### src/rtl/tsl_pkg.sv
// Shared types, calendar constants and reciprocal multipliers for the
// timestamp to fixed local time converter. No dependencies.
`timescale 1ns / 1ps
`default_nettype none

package tsl_pkg;

  localparam int EPOCH_YEAR   = 1970;
  localparam int SECS_PER_DAY = 86400;
  localparam int MINS_PER_DAY = 1440;

  localparam logic signed [11:0] RESET_LOCAL_OFFSET = -12'sd360;

  // Bias that turns the positive day terms into days since 1970-01-01.
  // It folds the floor-division offsets of the leap counts and the day-1 term.
  localparam int DAYS_BIAS = EPOCH_YEAR * 365 + 493 - 20 + 5 + 1;

  // Shift of the day number so that eras start on March 1st of year 0.
  localparam int ERA_SHIFT_DAYS = 719468;
  localparam int DAYS_PER_ERA   = 146097;

  // Division by a constant d for inputs below 2^X uses m = ceil(2^k / d)
  // with k = X + ceil(log2 d), which is exact over the whole input range.
  localparam int unsigned DIV60_K = 23;  // 17-bit second of day
  localparam logic [21:0] DIV60_M = 22'(((64'd1 << DIV60_K) + 64'd59) / 64'd60);
  localparam int unsigned HOUR_K = 17;   // 11-bit minute of day
  localparam logic [21:0] HOUR_M = 22'(((64'd1 << HOUR_K) + 64'd59) / 64'd60);
  localparam int unsigned ERA_K = 39;    // 21-bit shifted day number
  localparam logic [21:0] ERA_M = 22'(((64'd1 << ERA_K) + 64'd146096) / 64'd146097);
  localparam int unsigned D1460_K = 29;  // 18-bit day of era
  localparam logic [21:0] D1460_M = 22'(((64'd1 << D1460_K) + 64'd1459) / 64'd1460);
  localparam int unsigned D36524_K = 34;
  localparam logic [21:0] D36524_M = 22'(((64'd1 << D36524_K) + 64'd36523) / 64'd36524);
  localparam int unsigned D365_K = 27;
  localparam logic [21:0] D365_M = 22'(((64'd1 << D365_K) + 64'd364) / 64'd365);
  localparam int unsigned YOE100_K = 17; // 10-bit year of era
  localparam logic [21:0] YOE100_M = 22'(((64'd1 << YOE100_K) + 64'd99) / 64'd100);
  localparam int unsigned MP_K = 19;     // 11-bit month index numerator
  localparam logic [21:0] MP_M = 22'(((64'd1 << MP_K) + 64'd152) / 64'd153);
  localparam int unsigned D5_K = 14;
  localparam logic [21:0] D5_M = 22'(((64'd1 << D5_K) + 64'd4) / 64'd5);
  localparam int unsigned Y100_K = 20;   // 13-bit year terms
  localparam logic [21:0] Y100_M = 22'(((64'd1 << Y100_K) + 64'd99) / 64'd100);
  localparam int unsigned Y400_K = 22;
  localparam logic [21:0] Y400_M = 22'(((64'd1 << Y400_K) + 64'd399) / 64'd400);

  typedef struct packed {
    logic [16:0] secs;
    logic        clamped;
  } sod_t;

  typedef struct packed {
    logic [11:0] year;
    logic [3:0]  month;
    logic [4:0]  day;
  } date_t;

  // Quotient of x by the divisor whose scaled reciprocal is m / 2^k.
  function automatic logic [42:0] recip_mul(input logic [20:0] x, input logic [21:0] m,
                                            input int unsigned k);
    logic [42:0] p;
    p = 43'(x) * 43'(m);
    return p >> k;
  endfunction

  // Days before the first of the month in a common year; codes that name
  // no month add nothing.
  function automatic logic [8:0] month_start(input logic [3:0] month);
    logic [8:0] d;
    unique case (month)
      4'd2:    d = 9'd31;
      4'd3:    d = 9'd59;
      4'd4:    d = 9'd90;
      4'd5:    d = 9'd120;
      4'd6:    d = 9'd151;
      4'd7:    d = 9'd181;
      4'd8:    d = 9'd212;
      4'd9:    d = 9'd243;
      4'd10:   d = 9'd273;
      4'd11:   d = 9'd304;
      4'd12:   d = 9'd334;
      default: d = 9'd0;
    endcase
    return d;
  endfunction

endpackage

`default_nettype wire

### src/rtl/tsl_day_count.sv
// Two-stage front end: days since 1970 from the calendar date, and the
// signed second of that day after both offsets. Uses tsl_pkg.
`timescale 1ns / 1ps
`default_nettype none

module tsl_day_count #(
  parameter int MAX_YEAR = 2399
) (
  input  wire logic               clk,
  input  wire logic               en,
  input  wire logic [11:0]        year,
  input  wire logic [3:0]         month,
  input  wire logic [4:0]         day,
  input  wire logic [4:0]         hour,
  input  wire logic [5:0]         minute,
  input  wire logic [5:0]         second,
  input  wire logic signed [11:0] src_offset,
  input  wire logic signed [11:0] local_offset,
  output logic signed [21:0]      days,
  output logic signed [19:0]      sod
);

  localparam logic [13:0] YEAR_CAP = 14'(MAX_YEAR);

  // Stage A registers.
  logic [11:0]        ya;
  logic [3:0]         montha;
  logic [4:0]         daya;
  logic [10:0]        q4a;
  logic [6:0]         q100pa;
  logic [4:0]         q400pa;
  logic [5:0]         q100a;
  logic signed [19:0] soda;

  logic [11:0]        ya_next;
  logic [10:0]        q4_next;
  logic [6:0]         q100p_next;
  logic [4:0]         q400p_next;
  logic [5:0]         q100_next;
  logic signed [19:0] sod_next;
  logic signed [21:0] days_next;

  always_comb begin
    logic [42:0]        p100p;
    logic [42:0]        p400p;
    logic [42:0]        p100;
    logic [16:0]        pos;
    logic signed [12:0] dif;
    logic signed [18:0] off60;
    ya_next    = ({2'b00, year} > YEAR_CAP) ? YEAR_CAP[11:0] : year;
    q4_next    = 11'((13'(ya_next) + 13'd3) >> 2);
    p100p      = tsl_pkg::recip_mul(21'(13'(ya_next) + 13'd99), tsl_pkg::Y100_M,
                                    tsl_pkg::Y100_K);
    p400p      = tsl_pkg::recip_mul(21'(13'(ya_next) + 13'd399), tsl_pkg::Y400_M,
                                    tsl_pkg::Y400_K);
    p100       = tsl_pkg::recip_mul(21'(ya_next), tsl_pkg::Y100_M, tsl_pkg::Y100_K);
    q100p_next = p100p[6:0];
    q400p_next = p400p[4:0];
    q100_next  = p100[5:0];
    pos        = 17'(hour) * 17'd3600 + 17'(minute) * 17'd60 + 17'(second);
    dif        = $signed({local_offset[11], local_offset}) -
                 $signed({src_offset[11], src_offset});
    off60      = 19'(dif) * 19'sd60;
    sod_next   = $signed({3'b000, pos}) + $signed({off60[18], off60});
  end

  always_comb begin
    logic [11:0] r100;
    logic        leap;
    logic        leap_add;
    logic [21:0] pos_sum;
    logic [21:0] neg_sum;
    r100      = ya - 12'(q100a) * 12'd100;
    leap      = (ya[1:0] == 2'b00) && ((r100[6:0] != 7'd0) || (q100a[1:0] == 2'b00));
    leap_add  = leap && (montha > 4'd2);
    pos_sum   = 22'(ya) * 22'd365 + 22'(q4a) + 22'(q400pa) +
                22'(tsl_pkg::month_start(montha)) + 22'(daya) + 22'(leap_add);
    neg_sum   = 22'(q100pa) + 22'(tsl_pkg::DAYS_BIAS);
    days_next = $signed(pos_sum - neg_sum);
  end

  always_ff @(posedge clk) begin
    if (en) begin
      ya     <= ya_next;
      montha <= month;
      daya   <= day;
      q4a    <= q4_next;
      q100pa <= q100p_next;
      q400pa <= q400p_next;
      q100a  <= q100_next;
      soda   <= sod_next;
      days   <= days_next;
      sod    <= soda;
    end
  end

endmodule

`default_nettype wire

### src/rtl/tsl_normalize.sv
// One stage that folds the second of day into whole days and clamps a
// local time before the epoch. Uses tsl_pkg.
`timescale 1ns / 1ps
`default_nettype none

module tsl_normalize (
  input  wire logic               clk,
  input  wire logic               en,
  input  wire logic signed [21:0] days,
  input  wire logic signed [19:0] sod,
  output logic [19:0]             dn,
  output tsl_pkg::sod_t           side
);

  logic [19:0]   dn_next;
  tsl_pkg::sod_t side_next;

  // The second of day stays within a few days of zero, so the whole-day
  // carry comes from a row of compares against multiples of a day.
  always_comb begin
    logic [2:0]         passed;
    logic signed [19:0] thr;
    logic signed [3:0]  dq;
    logic signed [19:0] sod_mod;
    logic signed [21:0] tot;
    passed = 3'd0;
    for (int i = 0; i < 7; i++) begin
      thr = 20'((i - 2) * tsl_pkg::SECS_PER_DAY);
      if (sod >= thr) begin
        passed = passed + 3'd1;
      end
    end
    dq                = $signed({1'b0, passed}) - 4'sd3;
    sod_mod           = sod - 20'(32'(dq) * tsl_pkg::SECS_PER_DAY);
    tot               = days + 22'(dq);
    dn_next           = tot[21] ? 20'd0 : tot[19:0];
    side_next.secs    = tot[21] ? 17'd0 : sod_mod[16:0];
    side_next.clamped = tot[21];
  end

  always_ff @(posedge clk) begin
    if (en) begin
      dn   <= dn_next;
      side <= side_next;
    end
  end

endmodule

`default_nettype wire

### src/rtl/tsl_civil_date.sv
// Ten-stage conversion of a day number since 1970 into year, month and day,
// with the second of day carried alongside. Uses tsl_pkg.
`timescale 1ns / 1ps
`default_nettype none

module tsl_civil_date (
  input  wire logic           clk,
  input  wire logic           en,
  input  wire logic [19:0]    dn,
  input  wire tsl_pkg::sod_t  side_in,
  output tsl_pkg::date_t      date,
  output tsl_pkg::sod_t       side_out
);

  localparam int STAGES = 10;

  tsl_pkg::sod_t side_q [STAGES];

  logic [20:0] c1_z;
  logic [3:0]  c1_era;
  logic [17:0] c2_doe;
  logic [3:0]  c2_era;
  logic [17:0] c3_doe;
  logic [3:0]  c3_era;
  logic [7:0]  c3_q1460;
  logic [2:0]  c3_q36524;
  logic        c3_full;
  logic [17:0] c4_num;
  logic [17:0] c4_doe;
  logic [3:0]  c4_era;
  logic [9:0]  c5_yoe;
  logic [17:0] c5_doe;
  logic [3:0]  c5_era;
  logic [9:0]  c6_yoe;
  logic [17:0] c6_doe;
  logic [3:0]  c6_era;
  logic [3:0]  c6_q100;
  logic [8:0]  c7_doy;
  logic [13:0] c7_yr;
  logic [8:0]  c8_doy;
  logic [3:0]  c8_mp;
  logic [13:0] c8_yr;
  logic [8:0]  c9_doy;
  logic [8:0]  c9_d5;
  logic [3:0]  c9_mm;
  logic [13:0] c9_yr;

  logic [20:0]    z_next;
  logic [3:0]     era_next;
  logic [17:0]    doe_next;
  logic [7:0]     q1460_next;
  logic [2:0]     q36524_next;
  logic           full_next;
  logic [17:0]    num_next;
  logic [9:0]     yoe_next;
  logic [3:0]     q100_next;
  logic [8:0]     doy_next;
  logic [13:0]    yr_next;
  logic [3:0]     mp_next;
  logic [8:0]     d5_next;
  logic [3:0]     mm_next;
  tsl_pkg::date_t date_next;

  always_comb begin
    logic [42:0] p_era;
    logic [42:0] p1460;
    logic [42:0] p36524;
    logic [42:0] p365;
    logic [42:0] p100;
    logic [42:0] pmp;
    logic [42:0] pd5;
    logic [17:0] base;
    logic [13:0] yr_adj;
    // Era and day of era.
    z_next      = 21'(dn) + 21'(tsl_pkg::ERA_SHIFT_DAYS);
    p_era       = tsl_pkg::recip_mul(z_next, tsl_pkg::ERA_M, tsl_pkg::ERA_K);
    era_next    = p_era[3:0];
    doe_next    = 18'(c1_z - 21'(c1_era) * 21'(tsl_pkg::DAYS_PER_ERA));
    // Leap-day corrections inside the era, then the year of era.
    p1460       = tsl_pkg::recip_mul(21'(c2_doe), tsl_pkg::D1460_M, tsl_pkg::D1460_K);
    p36524      = tsl_pkg::recip_mul(21'(c2_doe), tsl_pkg::D36524_M, tsl_pkg::D36524_K);
    q1460_next  = p1460[7:0];
    q36524_next = p36524[2:0];
    full_next   = (c2_doe == 18'(tsl_pkg::DAYS_PER_ERA - 1));
    num_next    = c3_doe - 18'(c3_q1460) + 18'(c3_q36524) - 18'(c3_full);
    p365        = tsl_pkg::recip_mul(21'(c4_num), tsl_pkg::D365_M, tsl_pkg::D365_K);
    yoe_next    = p365[9:0];
    p100        = tsl_pkg::recip_mul(21'(c5_yoe), tsl_pkg::YOE100_M, tsl_pkg::YOE100_K);
    q100_next   = p100[3:0];
    // Day of the March-based year and the year itself.
    base        = 18'(c6_yoe) * 18'd365 + 18'(c6_yoe >> 2) - 18'(c6_q100);
    doy_next    = 9'(c6_doe - base);
    yr_next     = 14'(c6_yoe) + 14'(c6_era) * 14'd400;
    // Month index, counted from March, and the first day of that month.
    pmp         = tsl_pkg::recip_mul(21'(11'(c7_doy) * 11'd5 + 11'd2), tsl_pkg::MP_M,
                                     tsl_pkg::MP_K);
    mp_next     = pmp[3:0];
    pd5         = tsl_pkg::recip_mul(21'(11'(c8_mp) * 11'd153 + 11'd2), tsl_pkg::D5_M,
                                     tsl_pkg::D5_K);
    d5_next     = pd5[8:0];
    mm_next     = (c8_mp < 4'd10) ? c8_mp + 4'd3 : c8_mp - 4'd9;
    // January and February belong to the next calendar year.
    yr_adj          = c9_yr + 14'(c9_mm <= 4'd2);
    date_next.year  = yr_adj[11:0];
    date_next.month = c9_mm;
    date_next.day   = 5'(c9_doy - c9_d5 + 9'd1);
  end

  always_ff @(posedge clk) begin
    if (en) begin
      c1_z      <= z_next;
      c1_era    <= era_next;
      c2_doe    <= doe_next;
      c2_era    <= c1_era;
      c3_doe    <= c2_doe;
      c3_era    <= c2_era;
      c3_q1460  <= q1460_next;
      c3_q36524 <= q36524_next;
      c3_full   <= full_next;
      c4_num    <= num_next;
      c4_doe    <= c3_doe;
      c4_era    <= c3_era;
      c5_yoe    <= yoe_next;
      c5_doe    <= c4_doe;
      c5_era    <= c4_era;
      c6_yoe    <= c5_yoe;
      c6_doe    <= c5_doe;
      c6_era    <= c5_era;
      c6_q100   <= q100_next;
      c7_doy    <= doy_next;
      c7_yr     <= yr_next;
      c8_doy    <= c7_doy;
      c8_mp     <= mp_next;
      c8_yr     <= c7_yr;
      c9_doy    <= c8_doy;
      c9_d5     <= d5_next;
      c9_mm     <= mm_next;
      c9_yr     <= c8_yr;
      date      <= date_next;
      side_q[0] <= side_in;
      for (int i = 1; i < STAGES; i++) begin
        side_q[i] <= side_q[i - 1];
      end
    end
  end

  assign side_out = side_q[STAGES - 1];

endmodule

`default_nettype wire

### src/rtl/tsl_time_split.sv
// Three-stage split of the second of day into hour, minute and second, and
// the final output register with the minute count. Uses tsl_pkg.
`timescale 1ns / 1ps
`default_nettype none

module tsl_time_split (
  input  wire logic           clk,
  input  wire logic           en,
  input  wire tsl_pkg::sod_t  side,
  input  wire tsl_pkg::date_t date,
  output logic [11:0]         year,
  output logic [3:0]          month,
  output logic [4:0]          day,
  output logic [4:0]          hour,
  output logic [5:0]          minute,
  output logic [5:0]          second,
  output logic [15:0]         day_minutes,
  output logic                clamped
);

  logic [10:0]    t1_a;
  logic [16:0]    secs_a;
  tsl_pkg::date_t date_a;
  logic           clamped_a;
  logic [10:0]    t1_b;
  logic [5:0]     sec_b;
  logic [4:0]     hr_b;
  tsl_pkg::date_t date_b;
  logic           clamped_b;

  logic [10:0] t1_next;
  logic [5:0]  sec_next;
  logic [4:0]  hr_next;
  logic [5:0]  min_next;
  logic [15:0] dm_next;

  always_comb begin
    logic [42:0] pt1;
    logic [42:0] phr;
    pt1      = tsl_pkg::recip_mul(21'(side.secs), tsl_pkg::DIV60_M, tsl_pkg::DIV60_K);
    t1_next  = pt1[10:0];
    sec_next = 6'(secs_a - 17'(t1_a) * 17'd60);
    phr      = tsl_pkg::recip_mul(21'(t1_a), tsl_pkg::HOUR_M, tsl_pkg::HOUR_K);
    hr_next  = phr[4:0];
    min_next = 6'(t1_b - 11'(hr_b) * 11'd60);
    // Hour times 60 plus minute is the minute of day itself.
    dm_next  = 16'(date_b.day) * 16'(tsl_pkg::MINS_PER_DAY) + 16'(t1_b);
  end

  always_ff @(posedge clk) begin
    if (en) begin
      t1_a        <= t1_next;
      secs_a      <= side.secs;
      date_a      <= date;
      clamped_a   <= side.clamped;
      t1_b        <= t1_a;
      sec_b       <= sec_next;
      hr_b        <= hr_next;
      date_b      <= date_a;
      clamped_b   <= clamped_a;
      year        <= date_b.year;
      month       <= date_b.month;
      day         <= date_b.day;
      hour        <= hr_b;
      minute      <= min_next;
      second      <= sec_b;
      day_minutes <= dm_next;
      clamped     <= clamped_b;
    end
  end

endmodule

`default_nettype wire

### src/rtl/timestamp_to_fixed_local_time.sv
// An accepted item passes through the day count, normalize, civil date and time split stages to the output port.
// Throughput is one item per cycle; the whole pipeline holds while a result is stalled.
// Synchronous active-high reset clears all valid bits and loads the local offset
// with -360 minutes; data registers are not reset.
// Top level of the timestamp converter. Uses tsl_pkg and the tsl_* stage modules.
`timescale 1ns / 1ps
`default_nettype none

module timestamp_to_fixed_local_time #(
  parameter int MAX_YEAR = 2399
) (
  input  wire logic               clk,
  input  wire logic               rst,
  input  wire logic               cfg_write,
  input  wire logic signed [11:0] cfg_data,
  input  wire logic               src_valid,
  output logic                    src_stall,
  input  wire logic [11:0]        src_year,
  input  wire logic [3:0]         src_month,
  input  wire logic [4:0]         src_day,
  input  wire logic [4:0]         src_hour,
  input  wire logic [5:0]         src_minute,
  input  wire logic [5:0]         src_second,
  input  wire logic signed [11:0] src_offset_minutes,
  output logic                    local_valid,
  input  wire logic               local_stall,
  output logic [11:0]             local_year,
  output logic [3:0]              local_month,
  output logic [4:0]              local_day,
  output logic [4:0]              local_hour,
  output logic [5:0]              local_minute,
  output logic [5:0]              local_second,
  output logic [15:0]             day_minutes,
  output logic                    clamped
);

  // The pipeline is two stages of day counting, one of day/second
  // normalization with the epoch clamp, ten of civil date recovery and
  // three of time-of-day split, the last of which is the output register.
  localparam int LATENCY = 16;

  logic signed [11:0] local_offset;
  logic [LATENCY-1:0] vld;
  logic               en;

  logic signed [21:0] days;
  logic signed [19:0] sod;
  logic [19:0]        dn;
  tsl_pkg::sod_t      norm_side;
  tsl_pkg::sod_t      date_side;
  tsl_pkg::date_t     date;

  // The local offset must be written only while no item is in flight, so the
  // front stage may read it directly; the block itself does not enforce this.
  always_ff @(posedge clk) begin
    if (rst) begin
      local_offset <= tsl_pkg::RESET_LOCAL_OFFSET;
    end else if (cfg_write) begin
      local_offset <= cfg_data;
    end
  end

  // Every stage moves together. The pipe stops only when its last stage
  // holds a result that the receiver is stalling, so nothing is lost or
  // repeated, and bubbles simply travel as cleared valid bits.
  assign en          = !(vld[LATENCY-1] && local_stall);
  assign src_stall   = vld[LATENCY-1] && local_stall;
  assign local_valid = vld[LATENCY-1];

  always_ff @(posedge clk) begin
    if (rst) begin
      vld <= '0;
    end else if (en) begin
      vld <= {vld[LATENCY-2:0], src_valid};
    end
  end

  // Days since 1970 and the signed second of day with both offsets applied.
  tsl_day_count #(
    .MAX_YEAR(MAX_YEAR)
  ) u_day_count (
    .clk          (clk),
    .en           (en),
    .year         (src_year),
    .month        (src_month),
    .day          (src_day),
    .hour         (src_hour),
    .minute       (src_minute),
    .second       (src_second),
    .src_offset   (src_offset_minutes),
    .local_offset (local_offset),
    .days         (days),
    .sod          (sod)
  );

  // Carry whole days out of the second of day; a negative day count means
  // the local time lies before the epoch and is saturated to it.
  tsl_normalize u_normalize (
    .clk  (clk),
    .en   (en),
    .days (days),
    .sod  (sod),
    .dn   (dn),
    .side (norm_side)
  );

  // Day number to calendar date with constant-reciprocal divisions.
  tsl_civil_date u_civil_date (
    .clk      (clk),
    .en       (en),
    .dn       (dn),
    .side_in  (norm_side),
    .date     (date),
    .side_out (date_side)
  );

  // Hour, minute, second and the minute count; its last stage drives the port.
  tsl_time_split u_time_split (
    .clk         (clk),
    .en          (en),
    .side        (date_side),
    .date        (date),
    .year        (local_year),
    .month       (local_month),
    .day         (local_day),
    .hour        (local_hour),
    .minute      (local_minute),
    .second      (local_second),
    .day_minutes (day_minutes),
    .clamped     (clamped)
  );

endmodule

`default_nettype wire

### config.mk
export PLATFORM = sky130hd
export DESIGN_NAME = timestamp_to_fixed_local_time
export DESIGN_NICKNAME = d
export VERILOG_FILES = /design/src/rtl/tsl_pkg.sv /design/src/rtl/tsl_day_count.sv /design/src/rtl/tsl_normalize.sv /design/src/rtl/tsl_civil_date.sv /design/src/rtl/tsl_time_split.sv /design/src/rtl/timestamp_to_fixed_local_time.sv
export SDC_FILE = /design/constraint.sdc
export NUM_CORES = 2
export LEC_CHECK = 0
export CAP_MARGIN = 20
export CORE_MARGIN = 3
export CORE_UTILIZATION = 40
export CTS_BUF_LIST = sky130_fd_sc_hd__clkbuf_8
export CTS_CLUSTER_SIZE = 14
export DETAILED_ROUTE_END_ITERATION = 8
export DONT_BUFFER_PORTS = 1
export GPL_TIMING_DRIVEN = 1
export PLACE_DENSITY = 0.52
export SETUP_SLACK_MARGIN = 0.02
export SKIP_LAST_GASP = 1
export SLEW_MARGIN = 20
export SYNTH_ARGS = -nofsm -noshare
export SYNTH_HDL_FRONTEND = slang
export SYNTH_SLANG_ARGS = --single-unit
### constraint.sdc
create_clock -name clk -period 32.2 [get_ports clk]
set_input_delay 8.05 -clock clk [delete_from_list [all_inputs] [get_ports clk]]
set_output_delay 8.05 -clock clk [all_outputs]
set_load 0.02 [all_outputs]
; ---- Word-level counts from Yosys, hierarchy flattened
; Memories as Yosys holds them, arrays and structs flattened. A register that Yosys moved wholly into a read port is not among the register bits.
; Index checks and enable logic that the tools add are counted.
[totals]
mem_count = 2
output_inout_bits = 57
inputBits = 67
reg_bits = 564
romBits = 144
ram_bits = 180
[mem_list]
columns = memory, words, word_bits, rd, rd_clocked_by_memory_dff, write_ports, line_no
row1 = u_civil_date.side_q, 10, 18, 10, 0, 10, tsl_civil_date.sv:17  ; tsl_pkg::sod_t side_q [STAGES];
row2 = (no name shown), 16, 9, 1, 1, 0, tsl_pkg.sv:70  ; unique case (month)
[op_classes]
n_eq_ne = 1
n_mul = 26
reduce_logical = 7
mux = 11
add_sub_neg = 43
order_cmp = 11
[op_table]
columns = cell, n
row1 = 18-bit by 16-bit multiplier with 34-bit output (second input constant), 2
row2 = 20-bit by 19-bit >= comparator with 1-bit output (second input constant), 3
row3 = 21-bit by 13-bit multiplier with 26-bit output (second input constant), 2
row4 = 22-bit by 5-bit adder with 22-bit output, 2
row5 = 21-bit by 22-bit multiplier with 43-bit output (second input constant), 1
row6 = 20-bit by 18-bit >= comparator with 1-bit output (second input constant), 2
row7 = 12-bit by 2-bit adder with 13-bit output (second input constant), 3
row8 = 18-bit by 19-bit multiplier with 37-bit output (second input constant), 1
row9 = 17-bit by 18-bit multiplier with 34-bit output (second input constant), 1
row10 = 12-bit by 13-bit multiplier with 25-bit output (second input constant), 1
row11 = 21-bit by 12-bit multiplier with 23-bit output (second input constant), 1
row12 = 21-bit by 11-bit adder with 22-bit output, 1
row13 = 22-bit by 1-bit adder with 22-bit output, 1
row14 = 22-bit by 4-bit adder with 22-bit output, 1
row15 = 22-bit by 9-bit adder with 22-bit output, 1
row16 = 11-bit by 12-bit multiplier with 22-bit output (second input constant), 1
row17 = 22-bit subtractor, 1
row18 = 20-bit by 20-bit adder with 21-bit output (second input constant), 1
row19 = 7-bit by 20-bit adder with 21-bit output (second input constant), 1
row20 = 10-bit by 11-bit multiplier with 21-bit output (second input constant), 1
row21 = 12-bit by 9-bit multiplier with 21-bit output (second input constant), 1
row22 = 18-bit by 19-bit adder with 20-bit output, 1
row23 = 20-bit by 1-bit >= comparator with 1-bit output (second input constant), 1
row24 = 20-bit >= comparator (second input constant), 1
row25 = other kinds (52), 67

; ---- Longest topological paths before layout
[logic_depth]
ltp_word = 17
depth_mapped = 37

; ---- Cells and area by module
; From an unflattened synthesis, not the netlist that was laid out.
[hier_totals]
cells_unflattened = 7389
hier_area_um2 = 83871.7
[modules_own_cells]
columns = mod, n_inst, area_per_inst_um2, cells_each
row1 = tsl_civil_date, 1, 47202.8, 3881
row2 = tsl_day_count, 1, 21541.9, 2150
row3 = tsl_time_split, 1, 9723.1, 779
row4 = tsl_normalize, 1, 4349.2, 486
row5 = timestamp_to_fixed_local_time, 1, 1054.8, 93

; ---- Least setup slack after synthesis
; No wires, ideal clock.
[synth_timing]
path_kind = input-to-reg
startpoint = in local_stall
endpoint = reg u_civil_date.c1_era[0], enable pin
setup_slack_ns = 3.012
arrival_ns = 27.831
required_ns = 30.843
setup_ns = 1.357
stages = 3
cell_sequence = nand2_1 -> clkbuf_1 -> clkbuf_1
[synth_between]
elab_chain_cells = 1
[synth_lines]
columns = element, line_no
row1 = start: declaration, timestamp_to_fixed_local_time.sv:26  ; input wire logic local_stall,
row2 = 1-bit logical AND, timestamp_to_fixed_local_time.sv:66  ; assign en = !(vld[LATENCY-1] && local_stall);
row3 = end signal: assignment, tsl_civil_date.sv:112  ; c1_era <= era_next;
row4 = end: declaration, tsl_civil_date.sv:20  ; logic [3:0] c1_era;
; No other way between the ends.
; A chain may end at the register's enable or synchronous reset.

; ---- Final worst setup path
[layout_timing]
startpoint = in local_stall
endpoint = out src_stall
[layout_between]
elab_chain_cells = 1
[layout_lines]
columns = element, line_no
row1 = 1-bit logical AND, timestamp_to_fixed_local_time.sv:67  ; assign src_stall = vld[LATENCY-1] && local_stall;
row2 = end: declaration, timestamp_to_fixed_local_time.sv:17  ; output logic src_stall,
; No other way between the ends.

==> qor.yml <==
finClkSkew_ns: 0.0412
min_path_cells: 0
final_common_cell: "inv_1"
setup_violations: 0
status: "complete, no violations"
tightest_slew_ns: 0.990
yosys.area.top_type: "ha_1"
worstSetupStartpointType: "input pin"
synthDistinctLibCells: 89
reg2reg_depth: 32
min_period_ns: 17.43
dieHeight_um: 458
drive_gt1_share_pct: 3.66
crit_chain: "nand2_4 -> clkinv_1"
start_util_pct: 40.3
synthTopCellsByArea: "ha_1, edfxtp_1, fa_1"
maxSlewHeadroom_pct: 33.5
dp.final_hpwl_um: 139000
track_usage_pct: 16.3
wirelength_um: 165000
grt_max_degree: 84
crit_path_max_fanout: 64
die_w_um: 458
layout_common_cells: "inv_1, ha_1, fa_1"
fp.dieArea_sq_um: 210000
ys_seq_area_share_pct: 27.1
routedWlPerCell_um: 16.5
overflow: 0
synth_seq_cells: 750
drc: 0
via_count: 47200
cts_tree: "yes"
ant_nets: 0
postCtsSetupBuffers: 0
critical_path_arrival_ns: 9.38
hold_path.class: "flop to flop"
r2r_setup_slack_ns: 23.51
cap_violations: 0
fin_nets: 9939
finalWeightedCongestion: 0.841
rr_startpoint: "u_normalize.dn[2]$_SDFFCE_PP0N_"
synthToLayoutAreaGrowth_pct: 7.52
grt_pass1_wl_um: 273000
critical_path.endpoint_type: "primary output"
holdPathEnd: "u_civil_date.side_q[5][15]$_DFFE_PN_"
io_pins: 124
cts.clk_slew.worst_paths_ns: 0.06
ctsResizeCount: 0
hold_violations: 0
path_delay_family: "buffers and inverters"
r2r-end: "u_civil_date.c1_era[2]$_DFFE_PN_"
grt_setup_unrepaired: "false"
min-delay-start: "u_civil_date.side_q[4][15]$_DFFE_PN_"
synthesis.area_sq_um: 81800
core_area_sq_um: 203000
synth_edf_count: 713
dpl-instance-area_sq_um: 85200
finalSetupTns_ns: 0
cts_hold_buf: 0
syn_inst: 7032
synth_ff_type: "edfxtp_1"
yosys.area.top_type_share_pct: 26.5
drt_iter0_markers: 1910
slew_viol_final: 0
clockBufferDepth: 3
clock-root-buffer: "clkbuf_8"
htree_levels: 4
cp.required_ns: 24.15
first_pass_iters: 5
numClockSinks: 750
antenna_found_initial: 10
numCtsBuffers: 131
port_buffers: 0
crit_type: "input pin to primary output"
first_global_vias: 51500
final_cell_area_sq_um: 87900
crit_slowest_cell: "clkinv_1"
yosys_warnings: 0
syn_nets: 9801
slowest_delay_ns: 0.77
period_share_pct: 54.1
clock_latency_ns: 0.85
synthArstFlopShare_pct: 0
rows: 165
vias_per_cell: 4.75
max_freq_mhz: 57.4
path_buf_inv: 1
syn_area_per_cell_sq_um: 11.6
## kinds of logic (layout without fill, tap and decap cells)
logic type	after synthesis	after routing	synth area share (%)
flip-flops	750	750	27.1
buffers and inverters	1750	1983	8.09
XOR/XNOR	381	381	4.13
other	0	4	0
AO/OA/AOI/OAI	711	711	5.75
AND/OR/NAND/NOR	719	719	4.46
multiplexers	19	19	0.236
adder cells (fa/ha/maj)	2702	2702	50.2
## metrics by stage
step	hold WS [ns]	std cells	setup WS, ns	util (%)
2_1_floorplan	0.400	7032	3.01	-
3_3_place_gp	0.400	9708	14.79	42.0
3_5_place_dp	0.405	9708	14.72	42.0
4_1_cts	0.392	9936	14.73	43.3
5_1_grt	0.410	9941	14.61	43.4
6_report	0.398	9941	14.77	43.4
## flip-flops by register name, summed over array words and instances, names as in the netlist, 11 cells and up, named ones only
name	cells
u_normalize.dn	20
u_day_count.days	22
u_time_split.t1_b	11
u_civil_date.c4_num	18
local_offset	12
u_day_count.soda	20
u_civil_date.c8_yr	12
u_civil_date.c7_yr	12
u_time_split.t1_a	11
u_day_count.sod	20
u_time_split.date_b	21
u_time_split.year	12
u_civil_date.date	21
u_civil_date.c3_doe	18
u_civil_date.c1_z	18
u_civil_date.c2_doe	18
u_time_split.day_minutes	16
u_civil_date.side_q	180
u_civil_date.c9_yr	12
u_normalize.side	18
u_day_count.q4a	11
u_day_count.ya	12
u_time_split.date_a	21
vld	16
## final cells by class
class | instances | area [sq um]
Fill cell | 19100 | 115000
Multi-Input combinational cell | 4532 | 53000
Sequential cell | 750 | 22200
Inverter | 1723 | 6470
Tap cell | 2672 | 3340
Clock buffer | 131 | 1800
Clock inverter | 97 | 872
Timing Repair Buffer | 32 | 248
Antenna cell | 4 | 10.0
## worst max-delay path by stage
stage,start,endpoint,slack (ns),depth (start not counted)
after detailed placement,local_stall,src_stall,14.72,2
after floorplan,local_stall,u_civil_date.c1_era[0]$_DFFE_PN_,3.01,3
final,local_stall,src_stall,14.77,2
after global placement,local_stall,src_stall,14.79,2
after global routing,local_stall,src_stall,14.61,2
after CTS,local_stall,src_stall,14.73,2
## per-layer routing
layer / track usage (%) / up-vias / wire length [um]
li1: - / 23500 / -
met1: 21.1 / 22900 / 73800
met2: 28.2 / 578 / 80800
met3: 2.74 / 216 / 5590
met4: 4.41 / 8 / 4350
met5: 0 / - / 58
## worst register-to-register path: cells and delay by family, from the launching register on
| family | cells | cell delay (ns) |
|---|---|---|
| AOI/OAI and AO/OA | 8 | 1.89 |
| xor gates and xnor gates | 1 | 0.16 |
| adders and majority gates | 9 | 3.64 |
| buffers and inverters | 6 | 0.75 |
| DFF | 1 | 0.51 |
| and+or+nand+nor | 8 | 1.49 |
## synthesized netlist by cell type (53+ instances only)
cell type / number
o21ai_0: 122
fa_1: 968
nor3_1: 80
xor2_1: 106
inv_1: 1722
ha_1: 1734
edfxtp_1: 713
a21o_1: 77
nor2_1: 175
a21oi_1: 211
nand2_1: 146
xnor2_1: 272
nor2b_1: 53
nand3_1: 57
Power is not shown: default switching activity piles up to over one toggle a cycle in this logic, so the estimate is an artifact.
